--- src/cis_ram.sv ---
module cis_ram #(
    parameter int WIDTH = 32,
    parameter int DEPTH = 128
) (
    input  logic                     aclk,
    input  logic                     wr_en,
    input  logic [$clog2(DEPTH)-1:0] wr_addr,
    input  logic [WIDTH-1:0]         wr_data,
    input  logic                     rd_en,
    input  logic [$clog2(DEPTH)-1:0] rd_addr,
    output logic [WIDTH-1:0]         rd_data
);

    logic [WIDTH-1:0] mem [DEPTH];

    // One write port and one registered read port.
    always_ff @(posedge aclk) begin
        if (wr_en) begin
            mem[wr_addr] <= wr_data;
        end
        if (rd_en) begin
            rd_data <= mem[rd_addr];
        end
    end

endmodule

--- config.mk ---
export PLATFORM = sky130hd
export DESIGN_NAME = cis_ram
export DESIGN_NICKNAME = d
export VERILOG_FILES = /design/src/cis_ram.sv
export SDC_FILE = /design/constraint.sdc
export NUM_CORES = 2
export LEC_CHECK = 0
export BUFFER_PORTS_ARGS = -buffer_cell sky130_fd_sc_hd__buf_2
export CAP_MARGIN = 20
export CORE_UTILIZATION = 62
export DETAILED_ROUTE_END_ITERATION = 12
export PLACE_DENSITY = 0.78
export SLEW_MARGIN = 15
export SYNTH_ARGS = -nofsm -noshare
export SYNTH_HDL_FRONTEND = slang
export SYNTH_SLANG_ARGS = --single-unit
--- constraint.sdc ---
create_clock -name aclk -period 4.85 [get_ports aclk]
set_clock_uncertainty 0.15 [all_clocks]
set_input_delay 0.97 -clock aclk [delete_from_list [all_inputs] [get_ports aclk]]
set_output_delay 0.97 -clock aclk [all_outputs]
set_load 0.01 [all_outputs]
* Yosys cells after proc, flatten, opt, wreduce, memory -nomap -nowiden *
Memory sizes are Yosys's and may differ from the RTL's. A register that Yosys moved wholly into a read port is not among the register bits.
Index checks and enable logic that the tools add are counted.
W data, S select, Z words.

storage, ports and cells
  flip-flop bits (word level) = 0
  RAM bits = 4,096
  input bits = 49
  word-level logic and storage cells = 3
  memories = 1

memory list
  memory  words  bits a word  rd ports  clocked after Yosys merged registers in  wr ports  line  RTL
  mem     128    32           1         1                                        1         14    logic [WIDTH-1:0] mem [DEPTH];

cells by class
  multiplexer cells = 2

operators by type and width
  cell     count
  $mux W1  2

* Depth between registers and ports, before layout *
  word-level depth = 2
  gate-level depth with buffers = 8

* Least setup slack after synthesis *
Ideal clock, no wire load.

  path kind = input to register
  from = input port wr_en
  to = memory mem[98][0], enable pin
  library setup time = 0.461 ns
  data arrival time = 3.748 ns
  data required time = 4.239 ns
  path slack = 0.491 ns
  stages = 3
  path through = clkbuf_1 -> nand4_1 -> nor3_1

between the ends
  word-level cells in the longest chain between the ends = 2

RTL lines
  what                           line  RTL
  start: declaration             6     input logic wr_en,
  $mux W1                        18    if (wr_en) begin
  $mux W1 (not written as such)  19    mem[wr_addr] <= wr_data;
  end: declaration               14

No other way between the ends.

==> metrics <==
status=complete, no violations; Syn Area/Cell=around 26 um2; WL final=474100 um; Hold Vio Cnt, Final=0; Crit Path Max Fanout=29; Post-synth EDFFs=4128; WL met2=224000 um; setup bufs post-CTS=0; maximum clock insertion buffer count=4; VDD IR max=about 550 uV; delay-heaviest family, CP=multiplexers; multi-input logic area=roughly 0.032 mm2; CP max stage delay=between 0.6 and 0.7 ns; CP Cell Sequence=buf_12 -> buf_12 -> buf_12 -> buf_4 -> mux4_2 -> mux4_2 -> mux4_2 -> mux2_2; # IOs=between 80 and 90; post-synthesis compound-gate area fraction=0%; routed len/inst=approximately 46 um; clk root buf=clkbuf_16; gr ovfl total=0; Die Y=between 500 and 600 um; dpl hpwl=roughly 240000 um; FF+latch area=approximately 0.12 mm2; Slew headroom=13.25%; CTS resizes=0; Initial DRC Count=between 10000 and 15000; wl on met1=between 100000 and 150000 um; ratio of final minimum period to clock period=roughly three quarters; Worst Reg-to-Reg Cells=4; post-synth cell types=16; fill cell count=12830; Simple-Gate Fraction of Synth Area=less than 1%; Worst Setup EP=rd_data[14]$_DFFE_PP_; final std cells w/o fill=between 10000 and 15000; CTS tree=done; Max Transition Viols Final=0; number of global-route vias before repair=approximately 80000; Pleak=around 55 nW; Mapped Cells=between 5000 and 6000; DRT Pass-1 Iters=6; die area=0.2546 mm2; layout cell share with drive strength beyond 1=36.69%; unrepaired setup endpoints after global routing=false; Final #Nets=~6600; Reg clk slew, reported paths=approximately 0.060 ns; CTS sink cnt=4128; CP max stage cell=mux4_2; main flop type after synthesis=edfxtp_1; final worst path period need=between 3 and 4 ns; asr flop ratio synth=0%; RR Endpoint=rd_data[16]$_DFFE_PP_; Crit Path Class=in -> reg; dominant cells by area after synthesis=edfxtp_1 79%, mux4_2 19%, clkbuf_1 0.44%; top cell type's share of synthesized area=79.16%; number of cell rows=184; placed cell count=~9500; CP bufs+invs=4; Post-synth top cells=4128 x edfxtp_1, 1344 x mux4_2, 182 x clkbuf_1; Fmax achieved=272.3 MHz; Placed Area=approximately 0.17 mm2; Synth area leader=edfxtp_1; crit path DAT=~4.3 ns; gr usage total=37.50%; pwr/cell area=around 420 mW/mm2; final setup fails=0; most common cell in the netlist=edfxtp_1; adder-cell share of the synthesized area=0%; CP Data Required Time=about 5.5 ns; xor/xnor share of the synthesized area=0%; WP depth=8; initial antenna violation count=80; Layout Cell Area excl Fill=0.1781 mm2; Final Util=about 71%; max cap viols=0; CP Launch Type=input pin; initial core utilization=about 62%; Syn-to-layout area delta=13.72%; Critical Path Sink Type=flip-flop; CTS H-tree lvls=5; total negative slack=0 ns; Met3 Wirelength=between 70000 and 80000 um; mux contribution to synthesized area=between 10% and 20%; die width=between 500 and 600 um; Synth Warn #=0; largest family of logic cells by synthesized area=multiplexers; RD Place Congestion=between 0.8 and 0.9; global-route wire length before repair=about 640000 um; worst r2r src=mem[18][16]$_DFFE_PP_; Cell Area, Synth=0.1566 mm2; Core Region=about 0.25 mm2; port buffer count=80; CTS Buf Count=between 400 and 500; Hold Path Class=in -> reg; max layer used=met5; syn nets=a little over 6000; ANT nets after route=0; Clk Latency, worst-skew pair=~1.0 ns; largest net degree at the start of global routing=99; Critical path origin=rd_addr[0]; r2r setup slk=1.78 ns; Post-CTS Hold Buffers=0; vias=between 70000 and 80000; Yosys reg bits=about 4100; Slew @ Worst Pin=about 1.3 ns; Seq/Total Area, Yosys=79.16%; DRC violations left=0; drt via density=approximately 7.6
-- per-layer routing --
metal | track usage, % | up-vias
met2 | 57.73 | 8144
met1 | 47.48 | 40330
met3 | 11.11 | 1680
li1 | - | 27520
met4 | 23.47 | 50
met5 | 0 | -
-- worst reg2reg max path, stage by stage, from the launching register on --
cell and delay (ns):
edfxtp_1 0.41, mux4_2 0.54, mux4_2 0.69, mux4_2 0.70, mux2_2 0.32
-- logic make-up (layout without fill, tap and decap cells) --
logic type / after synthesis / count (layout)
flops: 4128 / 4128
buf+inv: 316 / 1159
simple gates: 170 / 170
other cells: 0 / 44
mux: 1376 / 1376
-- per-stage QoR --
step / setup slack (ns) / hold slack (ns) / total power [mW]
after floorplan: 0.4913 / 0.9189 / 42.14
after global placement: 0.3144 / 1.031 / 44.07
after detailed placement: 0.2847 / 1.043 / 44.20
after CTS: 1.284 / 0.2791 / 74.43
after global routing: 1.193 / 0.2453 / 75.81
final: 1.178 / 0.2696 / 74.65
-- layout by cell type (no fill, tap or decap), drive strengths merged --
cell type     n
buf         447
nor2b         7
bufinv       35
nand2        14
mux4       1344
or3           1
mux2         32
nand2b        2
clkbuf      487
clkinvlp     13
clkinv      169
nor2        122
diode        44
inv           8
nor3          9
nand4         3
nand3        12
edfxtp     4128
-- flip-flops by register name, summed over array words and instances, names as in the netlist --
register  cells
rd_data      32
mem        4096
-- power breakdown --
group          internal, mW  leakage [nW]  total (mW)  switching (mW)
combinational          1.53          11.5        4.14            2.61
sequential             39.4          37.1        39.6           0.148
clock                  17.4          6.17        30.9            13.6
-- layout make-up --
cell class | count | share of cell area [%]
antenna | 44 | 0.06183
clock buffer | 487 | 5.959
tap | 3348 | 2.352
sequential | 4128 | 69.61
multi-input combinational | 1546 | 18.13
clock inverter | 225 | 1.123
timing repair buffer | 447 | 2.761
-- worst min-delay path by stage --
stage / from / to / slack (ns) / cells past startpoint
after CTS: wr_data[11] / mem[76][11]$_DFFE_PP_ / 0.28 / 1
after global routing: wr_data[28] / mem[114][28]$_DFFE_PP_ / 0.25 / 1
after detailed placement: mem[110][29]$_DFFE_PP_ / rd_data[29]$_DFFE_PP_ / 1.04 / 4
after floorplan: wr_data[0] / mem[0][0]$_DFFE_PP_ / 0.92 / 0
after global placement: mem[125][31]$_DFFE_PP_ / rd_data[31]$_DFFE_PP_ / 1.03 / 4
final: wr_data[28] / mem[114][28]$_DFFE_PP_ / 0.27 / 1
Power figures use the tool's default switching activity.
